### src/hdl/qry_pkg.sv
// Shared types, widths and the arctangent table for the relative yaw pipeline.
`timescale 1ns / 1ps

package qry_pkg;

    localparam int QW             = 16;  // quaternion part, Q1.15
    localparam int TimeW          = 32;
    localparam int ProdW          = 2 * QW;
    localparam int VecW           = 36;  // horizontal axis, Q3.30 plus CORDIC growth
    localparam int AccW           = 32;  // binary angle accumulator
    localparam int HeadW          = 16;
    localparam int TurnW          = 14;
    localparam int MagW           = HeadW + 1;
    localparam int ScaleW         = 22;
    localparam int AtanLen        = 24;
    localparam int CordicStepsDef = 16;

    localparam logic signed [VecW-1:0] UnitX     = VecW'(2 ** 30);
    localparam logic [AccW-1:0]        HalfTurn  = 32'h8000_0000;
    localparam logic [AccW-1:0]        RoundHead = 32'h0000_8000;
    localparam logic [MagW-1:0]        FullTurn  = 17'h1_0000;
    localparam logic [ScaleW-1:0]      DegScale  = 22'd45;
    localparam logic [ScaleW-1:0]      RoundTurn = 22'd64;
    localparam int                     TurnShift = 7;
    localparam logic [TurnW-1:0]       TurnMax   = 14'd11520;

    // Sideband that travels with each beat through the pipeline.
    typedef struct packed {
        logic             valid;
        logic             set_ref;
        logic [TimeW-1:0] time_us;
    } qry_side_t;

    // CORDIC working vector and angle.
    typedef struct packed {
        logic                   zero;
        logic signed [VecW-1:0] x;
        logic signed [VecW-1:0] y;
        logic [AccW-1:0]        acc;
    } qry_vec_t;

    // atan(2^-i) on a 2^32 = 360 degree scale.
    function automatic logic [AccW-1:0] atan_entry(input int idx);
        logic [AccW-1:0] val;
        case (idx)
            0:       val = 32'h2000_0000;
            1:       val = 32'h12E4_051E;
            2:       val = 32'h09FB_385B;
            3:       val = 32'h0511_11D4;
            4:       val = 32'h028B_0D43;
            5:       val = 32'h0145_D7E1;
            6:       val = 32'h00A2_F61E;
            7:       val = 32'h0051_7C55;
            8:       val = 32'h0028_BE53;
            9:       val = 32'h0014_5F2F;
            10:      val = 32'h000A_2F98;
            11:      val = 32'h0005_17CC;
            12:      val = 32'h0002_8BE6;
            13:      val = 32'h0001_45F3;
            14:      val = 32'h0000_A2FA;
            15:      val = 32'h0000_517D;
            16:      val = 32'h0000_28BE;
            17:      val = 32'h0000_145F;
            18:      val = 32'h0000_0A30;
            19:      val = 32'h0000_0518;
            20:      val = 32'h0000_028C;
            21:      val = 32'h0000_0146;
            22:      val = 32'h0000_00A3;
            23:      val = 32'h0000_0051;
            default: val = '0;
        endcase
        return val;
    endfunction

endpackage

### src/hdl/qry_axis.sv
// World-frame body X axis: products, then sums and half-plane fold.
`timescale 1ns / 1ps

module qry_axis (
    input  logic                             clk,
    input  logic                             rst_n,
    input  logic                             adv,
    input  logic signed [qry_pkg::QW-1:0]    q_w,
    input  logic signed [qry_pkg::QW-1:0]    q_x,
    input  logic signed [qry_pkg::QW-1:0]    q_y,
    input  logic signed [qry_pkg::QW-1:0]    q_z,
    input  qry_pkg::qry_side_t               side_in,
    output qry_pkg::qry_vec_t                vec_out,
    output qry_pkg::qry_side_t               side_out
);
    import qry_pkg::*;

    logic signed [ProdW-1:0] p_yy_reg, p_zz_reg, p_xy_reg, p_wz_reg;
    logic signed [ProdW-1:0] p_yy_next, p_zz_next, p_xy_next, p_wz_next;
    qry_side_t               side_a_reg, side_b_reg;
    qry_vec_t                vec_reg, vec_next;

    logic signed [VecW-1:0]  yy_e, zz_e, xy_e, wz_e, hx, hy;

    assign p_yy_next = q_y * q_y;
    assign p_zz_next = q_z * q_z;
    assign p_xy_next = q_x * q_y;
    assign p_wz_next = q_w * q_z;

    assign yy_e = {{(VecW-ProdW){p_yy_reg[ProdW-1]}}, p_yy_reg};
    assign zz_e = {{(VecW-ProdW){p_zz_reg[ProdW-1]}}, p_zz_reg};
    assign xy_e = {{(VecW-ProdW){p_xy_reg[ProdW-1]}}, p_xy_reg};
    assign wz_e = {{(VecW-ProdW){p_wz_reg[ProdW-1]}}, p_wz_reg};

    always_comb
    begin
        hx = UnitX - ((yy_e + zz_e) <<< 1);
        hy = (xy_e + wz_e) <<< 1;
        vec_next.zero = (hx == '0) && (hy == '0);
        // Fold the left half plane onto the right and start half a turn ahead.
        if (hx[VecW-1])
        begin
            vec_next.x   = -hx;
            vec_next.y   = -hy;
            vec_next.acc = HalfTurn;
        end
        else
        begin
            vec_next.x   = hx;
            vec_next.y   = hy;
            vec_next.acc = '0;
        end
    end

    always_ff @(posedge clk or negedge rst_n)
    begin
        if (!rst_n)
        begin
            side_a_reg <= '0;
            side_b_reg <= '0;
        end
        else if (adv)
        begin
            side_a_reg <= side_in;
            side_b_reg <= side_a_reg;
        end
    end

    always_ff @(posedge clk)
    begin
        if (adv)
        begin
            p_yy_reg <= p_yy_next;
            p_zz_reg <= p_zz_next;
            p_xy_reg <= p_xy_next;
            p_wz_reg <= p_wz_next;
            vec_reg  <= vec_next;
        end
    end

    assign vec_out  = vec_reg;
    assign side_out = side_b_reg;

endmodule

### config.mk
export PLATFORM = sky130hd
export DESIGN_NAME = qry_axis
export DESIGN_NICKNAME = d
export VERILOG_FILES = /design/src/hdl/qry_pkg.sv /design/src/hdl/qry_axis.sv
export SDC_FILE = /design/constraint.sdc
export NUM_CORES = 2
export LEC_CHECK = 0
export BUFFER_PORTS_ARGS = -buffer_cell sky130_fd_sc_hd__buf_4
export CAP_MARGIN = 10
export CELL_PAD_IN_SITES_DETAIL_PLACEMENT = 1
export CELL_PAD_IN_SITES_GLOBAL_PLACEMENT = 2
export CORE_AREA = 5 5 424 426
export CTS_CLUSTER_DIAMETER = 100
export CTS_CLUSTER_SIZE = 16
export DETAILED_ROUTE_END_ITERATION = 7
export DIE_AREA = 0 0 429 431
export PLACE_DENSITY_LB_ADDON = 0.1
export SLEW_MARGIN = 20
export SYNTH_ARGS = -nofsm -noshare
export SYNTH_HDL_FRONTEND = slang
export SYNTH_SLANG_ARGS = --single-unit
### constraint.sdc
create_clock -name clk -period 9.35 [get_ports clk]
set_input_delay 0.4675 -clock clk [delete_from_list [all_inputs] [get_ports clk]]
set_output_delay 0.4675 -clock clk [all_outputs]
set_load 0.02 [all_outputs]
# Word level (Yosys, flattened, before mapping)
# Index checks and enable logic that the tools add are counted.
# totals
input_bits	101
ff_bits	301
elab_cells	29
output_inout_bits	139
# classes
n_addsub	5
mux	1
reduce_logical	3
mul	4
# ops
operator	n
multiplier 16 x 16 -> 32 bit	4
2-to-1 mux 103 bit	1
logical NOT 36 bit	2
adder 32 x 32 -> 33 bit	2
negator 34 -> 36 bit	1
negator 35 -> 36 bit	1
subtractor 32 x 34 -> 35 bit, first input constant	1
logical AND 1 bit	1

# Longest topological paths before layout
# logic_depth
depth_word	4
mapped_depth	27
mapped_depth_nobuf	26

# Least setup slack after synthesis
# OpenSTA, ideal clock, no wires.
# synth_timing
path_kind	in2reg
startpoint	input port q_z[10] (netlist bit)
endpoint	register p_zz_reg[28] (data pin)
cell_stages	25
path_slack_ns	2.615
t_arrival_ns	6.472
setup_ns	0.263
t_required_ns	9.087
path_cell_list	clkbuf_1 clkbuf_1 nand2_1 fa_1 fa_1 fa_1 inv_1 fa_1 fa_1 inv_1 fa_1 inv_1 ha_1 or2_2 a221oi_1 nor2b_1 o21ai_0 o21ai_0 o211ai_1 a41oi_1 o2111a_1 o21a_1 o21ai_0 nor2b_1 xnor2_1
# synth_between
elab_chain_len	1
# synth_lines
item	line	rtl
start, declared	qry_axis.sv:11	input logic signed [qry_pkg::QW-1:0] q_z,
multiplier 16 x 16 -> 32 bit	qry_axis.sv:26	assign p_zz_next = q_z * q_z;
named net p_zz_next[28]	qry_axis.sv:19	logic signed [ProdW-1:0] p_yy_next, p_zz_next, p_xy_next, p_wz_next;
end signal, assigned	qry_axis.sv:74	p_zz_reg <= p_zz_next;
end, declared	qry_axis.sv:18	logic signed [ProdW-1:0] p_yy_reg, p_zz_reg, p_xy_reg, p_wz_reg;
# The timed path passes the listed nets, and every way through them passes these cells.
# A chain may end at the register's enable or synchronous reset.

# Final worst setup path
# layout_timing
startpoint	input port q_z[8] (netlist bit)
endpoint	register p_zz_reg[29] (data pin)
# Same word-level chain as after synthesis.

==> results.yml <==
yosys:
  yosys.area.top_type: "fa_1"
  synth-edff-count: 198
  ys.flop_type: "edfxtp_1"
  yosys.area.top_type_share: 0.381
  yosysWarnings: 0
  synth_cell_types: 92
  avgSynthCellArea_um2: 9.63
  seq_area_frac_synth: 0.146
  syn_area_mm2: 0.0523
  synth_seq_cells: 266
  synth_area_leaders: "fa_1, edfxtp_1, ha_1"
  synth_cells: 5430
  async_reset_ff_frac: 0.256
  yosysMostFrequentCell: "inv_1"
  ys_top_cells_by_count: "inv_1, fa_1, nand2_1"
worst_setup_path:
  cp_common_cell: "fa_1"
  r2r-start: "p_zz_reg[2]"
  path_class: "in2reg"
  r2r_cells: 17
  worstPathRequired_ps: 9680
  crit_cells: 25
  path_delay_family: "adder cells"
  arrival_ps: 7230
  slowest_stage: "fa_1"
  crit_path_end_kind: "flip-flop"
  critPathLaunchType: "primary input"
  crit_start: "q_z[8]"
  crit_buf_inv: 6
  slowest_delay_ps: 560
  critPathMaxFanout: 32
die:
  io_pins: 240
  die_w_um: 429
  die_y_um: 431
  start_util: 0.298
  die-area_mm2: 0.185
  core_area_mm2: 0.175
  num_rows: 154
routing:
  vias: 35900
  drc: 0
  drt-pass1-iter-count: 5
  wirelength_um: 151000
  ant_nets: 0
  vias_per_cell: 4.58
  wl_per_cell_um: 19.3
  drtIter0Drc: 1220
sta:
  finalSetupTns_ps: 0
  tightest_slew_ps: 990
  relSlewSlack: 0.332
  slew_violations: 0
  final.setup_skew_ps: 37.8
  setup_viol_count_final: 0
  max_freq_ghz: 0.145
  fin_crit_ps: 6890
  rsz0062_at_grt: "false"
  hold_viol_final: 0
  post-route-period-util: 0.737
clocking:
  cts_buffers: 23
  cts_root_buf: "clkbuf_16"
  h-tree-depth: 1
  clockBufferDepth: 3
  cts_resized: 0
  clock_latency_ps: 610
  cts.sinks: 266
  path_clk_slew_ps: 80
  cts_tree: "built"
global_route:
  grt_overflow: 0
  grt_first_pass_wirelength_um: 242000
  grt_start_max_net_pins: 110
  antenna_found_initial: 3
  grt_pass1_vias: 41200
  gr-usage-all-layers: 0.166
layout:
  multi_input_area_mm2: 0.0391
  fin_cells: 7849
  syn_to_final_growth_pct: 8.64
  largest_register_ffs: 72
  nets: 6998
  final.fill_count: 20000
  drive_above_1_share: 0.0670
  seq_area_mm2: 0.00765
placement:
  place_hpwl_um: 123000
  portBuffers: 206
  numPlacedInstances: 7807
  gp_congestion: 0.773
worst_hold_path:
  holdPathStages: 2
  hp-class: "in2reg"
  hold_path_startpoint: "side_in[18]"
run:
  cap_violations: 0
status:
  outcome: "finished clean"
cells in the final DEF, fill, tap and decap left out, types with 21 or more instances in the layout:
| master | instances |
|---|---|
| a211oi_1 | 25 |
| a21o_1 | 69 |
| a21oi_1 | 145 |
| and2_1 | 343 |
| and3_1 | 31 |
| buf_4 | 217 |
| clkbuf_16 | 25 |
| conb_1 | 35 |
| dfrtp_1 | 68 |
| edfxtp_1 | 198 |
| fa_1 | 996 |
| ha_1 | 408 |
| inv_1 | 1250 |
| mux2_2 | 71 |
| nand2_1 | 489 |
| nand2b_1 | 37 |
| nand3_1 | 64 |
| nor2_1 | 214 |
| nor2b_1 | 30 |
| nor3_1 | 57 |
| o21a_1 | 33 |
| o21ai_0 | 83 |
| o21bai_1 | 27 |
| o31ai_1 | 24 |
| or3_1 | 21 |
| xnor2_1 | 213 |
| xor2_1 | 61 |
metrics by stage:
stage               utilization  hold WS (ps)  area (µm²)  setup WS (ps)
floorplan                     -           172       52400           2610
global placement          0.320           480       56000           1890
finish                    0.324          90.3       56800           2460
detailed placement        0.320           489       56000           1790
global route              0.324          47.1       56800           1980
CTS                       0.324          41.8       56800           2420
area by class of cell:
cell class / instances / area share
multi-input combinational: 3730 / 0.689
sequential: 266 / 0.135
inverter: 1252 / 0.0827
tap: 2340 / 0.0516
timing repair buffer: 220 / 0.0295
clock buffer: 31 / 0.0114
clock inverter: 7 / 0.00145
antenna: 3 / 0.000132
worst register-to-register path: stages, from the launching register on:
cell	delay, ps
edfxtp_1	460
ha_1	240
inv_1	60
fa_1	430
nand2b_1	210
a21oi_1	350
xnor2_1	350
nand3_1	230
or4_1	720
or4b_4	660
nor4b_4	380
a31oi_2	220
o31ai_4	310
buf_4	330
inv_2	250
buf_4	290
o31ai_1	210
xnor2_1	300
metal layers:
layer,vias to the layer above,track usage,share of wire
li1,16800,-,-
met1,18700,0.214,0.44
met2,319,0.308,0.52
met3,73,0.0126,0.019
met4,0,0.0294,0.021
met5,-,0,0
worst paths after layout:
| kind | to | slack (ps) |
|---|---|---|
| setup / recovery | p_zz_reg[29] | 2460 |
| hold / removal | side_a_reg[18] | 90 |
| setup reg to reg | vec_out[99] | 3110 |
| hold reg to reg | side_out[8] | 490 |
| max in group asynchronous | side_out[20] | 8250 |
| min in group asynchronous | side_out[5] | 520 |
kinds of logic (layout without fill, tap and decap cells):
| logic type | count (synthesis) | count (layout) | share of synthesized area |
|---|---|---|---|
| buffers and inverters | 1468 | 1510 | 0.108 |
| AO/OA/AOI/OAI | 562 | 562 | 0.0728 |
| flip-flops | 266 | 266 | 0.146 |
| adder cells (fa/ha/maj) | 1404 | 1404 | 0.479 |
| other | 1 | 38 | 0.0000717 |
| AND/OR/NAND/NOR | 1372 | 1372 | 0.130 |
| multiplexers | 81 | 81 | 0.0172 |
| XOR/XNOR | 276 | 276 | 0.0466 |
repair_timing:
item,CTS,global route
endpoints found under the hold margin,68,0
buffers inserted,0,0
hold buffers,1,0
Power is left out: the tool's default activity adds up to more than one toggle a clock period on the data nets, which glitch-free logic cannot reach.
