--- config.mk ---
export PLATFORM = sky130hd
export DESIGN_NAME = qry_diff
export DESIGN_NICKNAME = d
export VERILOG_FILES = /design/src/hdl/qry_pkg.sv /design/src/hdl/qry_diff.sv
export SDC_FILE = /design/constraint.sdc
export NUM_CORES = 1
export LEC_CHECK = 0
export BUFFER_PORTS_ARGS = -buffer_cell sky130_fd_sc_hd__buf_2
export CAP_MARGIN = 10
export CORE_MARGIN = 5
export CORE_UTILIZATION = 35
export DETAILED_ROUTE_END_ITERATION = 16
export GPL_TIMING_DRIVEN = 0
export PLACE_DENSITY = 0.7
export SYNTH_ARGS = -nofsm -noshare
export SYNTH_HDL_FRONTEND = slang
export SYNTH_SLANG_ARGS = --single-unit
--- constraint.sdc ---
create_clock -name clk -period 7.8 [get_ports clk]
set_input_delay 0.78 -clock clk [delete_from_list [all_inputs] [get_ports clk]]
set_output_delay 0.78 -clock clk [all_outputs]
set_load 0.01 [all_outputs]
--- src/hdl/qry_pkg.sv ---
// Shared types, widths and the arctangent table for the relative yaw pipeline.
`timescale 1ns / 1ps

package qry_pkg;

    localparam int QW             = 16;  // quaternion part, Q1.15
    localparam int TimeW          = 32;
    localparam int ProdW          = 2 * QW;
    localparam int VecW           = 36;  // horizontal axis, Q3.30 plus CORDIC growth
    localparam int AccW           = 32;  // binary angle accumulator
    localparam int HeadW          = 16;
    localparam int TurnW          = 14;
    localparam int MagW           = HeadW + 1;
    localparam int ScaleW         = 22;
    localparam int AtanLen        = 24;
    localparam int CordicStepsDef = 16;

    localparam logic signed [VecW-1:0] UnitX     = VecW'(2 ** 30);
    localparam logic [AccW-1:0]        HalfTurn  = 32'h8000_0000;
    localparam logic [AccW-1:0]        RoundHead = 32'h0000_8000;
    localparam logic [MagW-1:0]        FullTurn  = 17'h1_0000;
    localparam logic [ScaleW-1:0]      DegScale  = 22'd45;
    localparam logic [ScaleW-1:0]      RoundTurn = 22'd64;
    localparam int                     TurnShift = 7;
    localparam logic [TurnW-1:0]       TurnMax   = 14'd11520;

    // Sideband that travels with each beat through the pipeline.
    typedef struct packed {
        logic             valid;
        logic             set_ref;
        logic [TimeW-1:0] time_us;
    } qry_side_t;

    // CORDIC working vector and angle.
    typedef struct packed {
        logic                   zero;
        logic signed [VecW-1:0] x;
        logic signed [VecW-1:0] y;
        logic [AccW-1:0]        acc;
    } qry_vec_t;

    // atan(2^-i) on a 2^32 = 360 degree scale.
    function automatic logic [AccW-1:0] atan_entry(input int idx);
        logic [AccW-1:0] val;
        case (idx)
            0:       val = 32'h2000_0000;
            1:       val = 32'h12E4_051E;
            2:       val = 32'h09FB_385B;
            3:       val = 32'h0511_11D4;
            4:       val = 32'h028B_0D43;
            5:       val = 32'h0145_D7E1;
            6:       val = 32'h00A2_F61E;
            7:       val = 32'h0051_7C55;
            8:       val = 32'h0028_BE53;
            9:       val = 32'h0014_5F2F;
            10:      val = 32'h000A_2F98;
            11:      val = 32'h0005_17CC;
            12:      val = 32'h0002_8BE6;
            13:      val = 32'h0001_45F3;
            14:      val = 32'h0000_A2FA;
            15:      val = 32'h0000_517D;
            16:      val = 32'h0000_28BE;
            17:      val = 32'h0000_145F;
            18:      val = 32'h0000_0A30;
            19:      val = 32'h0000_0518;
            20:      val = 32'h0000_028C;
            21:      val = 32'h0000_0146;
            22:      val = 32'h0000_00A3;
            23:      val = 32'h0000_0051;
            default: val = '0;
        endcase
        return val;
    endfunction

endpackage

--- src/hdl/qry_diff.sv ---
// Heading rounding, reference hold and scaled turn magnitude with result register.
`timescale 1ns / 1ps

module qry_diff (
    input  logic                          clk,
    input  logic                          rst_n,
    input  logic                          adv,
    input  qry_pkg::qry_vec_t             vec_in,
    input  qry_pkg::qry_side_t            side_in,
    output logic                          out_valid,
    output logic [qry_pkg::TurnW-1:0]     turn_angle,
    output logic [qry_pkg::TimeW-1:0]     out_time_us
);
    import qry_pkg::*;

    logic [HeadW-1:0]  ref_reg, ref_next;
    logic              valid_reg;
    logic [TurnW-1:0]  turn_reg, turn_next;
    logic [TimeW-1:0]  time_reg;

    logic [AccW-1:0]   rounded;
    logic [HeadW-1:0]  head, ref_eff, delta;
    logic [MagW-1:0]   mag;
    logic [ScaleW-1:0] scaled;

    always_comb
    begin
        rounded = vec_in.acc + RoundHead;
        head    = vec_in.zero ? '0 : rounded[AccW-1 -: HeadW];
        // A reference beat compares against its own heading.
        ref_eff = side_in.set_ref ? head : ref_reg;
        delta   = head - ref_eff;
        // Half a turn counts as positive.
        mag     = delta[HeadW-1] ? (FullTurn - {1'b0, delta}) : {1'b0, delta};
        scaled  = (ScaleW'(mag) * DegScale) + RoundTurn;
        turn_next = scaled[TurnShift +: TurnW];
        ref_next  = (adv && side_in.valid && side_in.set_ref) ? head : ref_reg;
    end

    always_ff @(posedge clk or negedge rst_n)
    begin
        if (!rst_n)
        begin
            ref_reg   <= '0;
            valid_reg <= 1'b0;
        end
        else
        begin
            ref_reg <= ref_next;
            if (adv)
            begin
                valid_reg <= side_in.valid;
            end
        end
    end

    always_ff @(posedge clk)
    begin
        if (adv)
        begin
            turn_reg <= turn_next;
            time_reg <= side_in.time_us;
        end
    end

    assign out_valid   = valid_reg;
    assign turn_angle  = turn_reg;
    assign out_time_us = time_reg;

    // A reference beat always reports no turn.
    assert property (@(posedge clk) disable iff (!rst_n)
        (adv && side_in.valid && side_in.set_ref) |=> (turn_reg == '0))
        else $error("qry_diff: reference beat reported a turn");

    // Result never exceeds half a turn.
    assert property (@(posedge clk) disable iff (!rst_n)
        valid_reg |-> (turn_reg <= TurnMax))
        else $error("qry_diff: turn angle out of range");

    // The reference only moves on a delivered reference beat.
    assert property (@(posedge clk) disable iff (!rst_n)
        !(adv && side_in.valid && side_in.set_ref) |=> $stable(ref_reg))
        else $error("qry_diff: reference changed without a reference beat");

endmodule

# After elaboration in Yosys (flattened, before gate mapping)

Cells that the tools add are included.

$add $sub $neg: 4
Reduce and logical (&&, ||, !) cells: 2
$mul: 1
Muxes and demuxes: 3

Operator list:

| kind                                                | count |
|---|---|
| adder 32 x 16 -> 32 bit (second input constant)     | 1 |
| two-way mux 16 bit                                  | 2 |
| adder 21 x 7 -> 21 bit (second input constant)      | 1 |
| multiplier 17 x 6 -> 21 bit (second input constant) | 1 |
| two-way mux 17 bit                                  | 1 |
| subtractor 17 x 16 -> 17 bit (first input constant) | 1 |
| subtractor 16 bit                                   | 1 |
| logical AND 1 bit                                   | 2 |

Bits of input ports: 142
Output and inout bits: 47
Flip-flop bits (word level): 63

# Longest topological paths before layout

Word-level depth: 8
Gate-level depth with buffers: 35
Depth with buffers taken out: 33

# Least setup slack after synthesis

OpenSTA, ideal clock, no wires.

Kind: input -> register
From: input side_in[32] (netlist bit)
To: register turn_reg[13] (netlist: turn_angle[13]) (data pin)
Setup time: 0.267 ns
Stages: 30
Arrival time: 7.337 ns
Buffers on the path: 3
Setup slack: 0.196 ns
Cells stage by stage: clkbuf_1 > clkbuf_1 > mux2i_1 > ha_1 > nor2b_1 > o31a_1 > buf_2 > o311ai_2 > a21bo_1 > nand3_1 > nand2_1 > o21ai_0 > xnor2_1 > ha_1 > inv_1 > fa_1 > inv_1 > fa_1 > inv_1 > fa_1 > inv_1 > ha_1 > nand3b_1 > o21ai_0 > o211a_1 > o211ai_1 > a31oi_1 > a31oi_1 > xnor2_1 > xnor2_1

Word-level cells in the longest chain between the ends: 6

Ends and longest elaborated chain:

| element                         | RTL line       | text |
|---|---|---|
| start: declaration              | qry_diff.sv:9  | `input qry_pkg::qry_side_t side_in,` |
| two-way mux 16 bit (*)          | qry_diff.sv:31 | `ref_eff = side_in.set_ref ? head : ref_reg;` |
| subtractor 16 bit (*)           | qry_diff.sv:32 | `delta = head - ref_eff;` |
| subtractor 17 x 16 -> 17 bit    | qry_diff.sv:34 | `mag = delta[HeadW-1] ? (FullTurn - {1'b0, delta}) : {1'b0, delta};` |
| two-way mux 17 bit (*)          | qry_diff.sv:34 |  |
| multiplier 17 x 6 -> 21 bit (*) | qry_diff.sv:35 | `scaled = (ScaleW'(mag) * DegScale) + RoundTurn;` |
| adder 21 x 7 -> 21 bit (*)      | qry_diff.sv:35 |  |
| named net scaled[20]            | qry_diff.sv:24 | `logic [ScaleW-1:0] scaled;` |
| end signal: assignment          | qry_diff.sv:61 | `turn_reg <= turn_next;` |
| end: declaration                | qry_diff.sv:18 | `logic [TurnW-1:0] turn_reg, turn_next;` |

The timed path passes the listed nets; every way through them passes the cells marked *.
A chain may end at the register's enable or synchronous reset.

# Final worst setup path

Same ends and word-level chain as after synthesis.

==> results.yml <==
route:
  wl_per_cell_um: 12.6
  vias_per_cell: 4.76
  ant_nets: 0
  dr.pass1.iters: 4
  wl_mm: 11.3
  vias: 4265
  drc: 0
  drtIter0Drc: 171
grt:
  grt_pass1_wl_mm: 19.5
  grt_pass1_vias: 4204
  antenna_found_initial: 0
  grt_max_degree: 49
  grt_overflow: 0
  track_usage_pct: 12.0
die:
  die_w_um: 138
  coreArea_um2: 16000
  die_h_um: 138
  rows: 46
  pin_count: 189
  die-area_um2: 19000
  start_util_pct: 35.8
clocking:
  cts_tree: "built"
  cts_buffer_depth: 2
  hold_buffers: 0
  clk_transition_reported_paths_ns: 0.05
  cts-root-buf: "clkbuf_16"
  clock-sinks: 63
  htree_levels: 3
  numCtsBuffers: 9
  clk_latency_ns: 0.33
layout:
  nets: 911
  drive_above_1_share_pct: 26.5
  antenna_cells: 0
  final_common_cell: "buf_2"
  syn_to_final_growth_pct: 21.7
  largest_register_ffs: 32
  layout_common_cells: "102 x buf_2, 64 x ha_1, 58 x inv_1"
timing:
  finalSetupViolCount: 0
  slew_headroom_pct: 27.7
  skew_ns: 0.0147
  hold_violations: 0
  fin_crit_sh_pct: 94.6
  tns_ns: 0
  worst-slew-pin-transition_ns: 1.09
  slew_viol_final: 0
  max_freq_mhz: 136
  period_needed_ns: 7.38
setup_path:
  crit_fanout: 10
  crit_type: "in -> reg"
  r2r-start: "ref_reg[0]$_DFFE_PN0P_"
  r2r-end: "turn_angle[13]$_DFFE_PP_"
  required_ns: 7.87
  rrSetupSlack_ns: 1.12
  critPathArrivalTime_ns: 7.44
  worstSetupStartpointType: "input port"
  rr_worst_depth: 27
  crit_path_end_kind: "flop"
logic_synthesis:
  ys_types: 72
  syn_inst: 558
  syn_avg_cell_area_um2: 10.3
  synthArstFlopShare_pct: 27.0
  synth-main-ff-cell: "edfxtp_1"
  synth-edff-count: 46
  synth_area_um2: 5740
  ys_ff_latch: 63
  synth-seq-area-share_pct: 31.5
  ys.warnings.count: 0
min_path:
  min_path_type: "in -> async"
run_status:
  status: "finished clean"
placement:
  port_buffers: 100
  dp_hpwl_mm: 9.20
  gp_congestion: 0.837
job:
  max-cap-violations: 0
-- cell type report --
cell class                      count  area [µm²]
Inverter                           58         218
Buffer                             12        66.3
Sequential cell                    63        1810
Timing Repair Buffer              109         568
Multi-Input combinational cell    422        3760
Fill cell                        1593        9020
Clock inverter                      2        12.5
Tap cell                          216         270
Clock buffer                       14         285
-- critical path, stage by stage --
cell and delay [ns]:
clkbuf_2 0.24, clkbuf_4 0.31, mux2i_1 0.22, ha_1 0.18, inv_1 0.06, fa_1 0.44
a211oi_2 0.27, or4b_2 0.18, o2111ai_2 0.21, a2111oi_4 0.41, a31oi_1 0.14, a21boi_1 0.17
or2_1 0.22, buf_2 0.14, ha_1 0.31, inv_1 0.07, fa_1 0.52, inv_1 0.05
fa_1 0.45, ha_1 0.32, ha_1 0.22, or3_1 0.39, o211a_1 0.24, o211ai_1 0.30
a31oi_2 0.16, a31oi_1 0.19, xnor2_1 0.16, xnor2_1 0.09
-- worst max-delay path by stage --
stage / start / end / depth (start not counted)
after floorplan: side_in[32] / turn_angle[13]$_DFFE_PP_ / 30
after global placement: side_in[32] / turn_angle[13]$_DFFE_PP_ / 30
after detailed placement: side_in[32] / turn_angle[13]$_DFFE_PP_ / 30
after CTS: vec_in[17] / turn_angle[13]$_DFFE_PP_ / 35
after global routing: vec_in[15] / turn_angle[13]$_DFFE_PP_ / 35
final: side_in[32] / turn_angle[13]$_DFFE_PP_ / 28
-- stage by stage --
stage	std cells	cell area, µm²	hold slack [ns]	util (%)	worst slack [ns]
final	896	6980	0.365	43.6	0.423
after global routing	896	6980	0.387	43.6	-0.00751
after CTS	891	6820	0.360	42.6	0.0273
after detailed placement	875	6510	0.469	40.7	-0.801
after global placement	875	6510	0.460	40.7	-0.682
after floorplan	559	5740	0.448	-	0.196
-- cell families (layout without fill, tap and decap cells) --
family	Yosys count	count (layout)	synth area share, %
AND/OR/NAND/NOR	146	146	13.4
AO/OA/AOI/OAI	103	103	13.5
adder cells (fa/ha/maj)	94	94	24.0
buffers and inverters	74	195	5.04
flip-flops	63	63	31.5
XOR/XNOR	55	55	8.53
multiplexers	22	22	3.95
other	1	2	0.0654
-- metal layers --
metal | global-route usage, % | vias up | wire (µm)
met5 | 0 | - | 0
met4 | 3.43 | 0 | 92
met3 | 2.72 | 4 | 444
met2 | 20.1 | 76 | 5480
met1 | 15.5 | 1951 | 5240
li1 | - | 2234 | -
-- Yosys cell counts, types with 2 or more instances --
cell	count	area, µm²
a211oi_1	4	30.0
a21boi_1	2	15.0
a21o_1	7	52.6
a21oi_1	20	100
a31oi_1	5	31.3
and2_1	5	31.3
and3_1	2	12.5
buf_2	3	15.0
clkbuf_1	11	41.3
dfrtp_1	17	425
edfxtp_1	46	1380
fa_1	27	541
ha_1	67	838
inv_1	58	218
mux2_2	5	56.3
mux2i_1	17	170
nand2_1	39	146
nand2b_1	4	25.0
nand3_1	12	60.1
nand4_1	10	62.6
nor2_1	36	135
nor2b_1	7	43.8
nor3_1	6	30.0
nor3b_1	3	22.5
nor4_1	4	25.0
o211ai_1	7	52.6
o21a_1	3	22.5
o21ai_0	14	70.1
o21ai_1	3	15.0
o21bai_1	2	15.0
o311a_1	2	20.0
o31ai_1	13	97.6
or2_1	2	12.5
or2_2	2	12.5
or3_1	4	25.0
xnor2_1	38	333
xor2_1	16	140
-- repair_timing --
action / 4_1_cts / 5_1_grt
cloned: 0 / 0
pin swaps: 0 / 14
gates resized for setup: 7 / 32
setup buffers: 0 / 9
endpoints found under the setup margin: 6 / 8
Power is not shown: default switching activity piles up to over one toggle a cycle in this logic, so the estimate is an artifact.
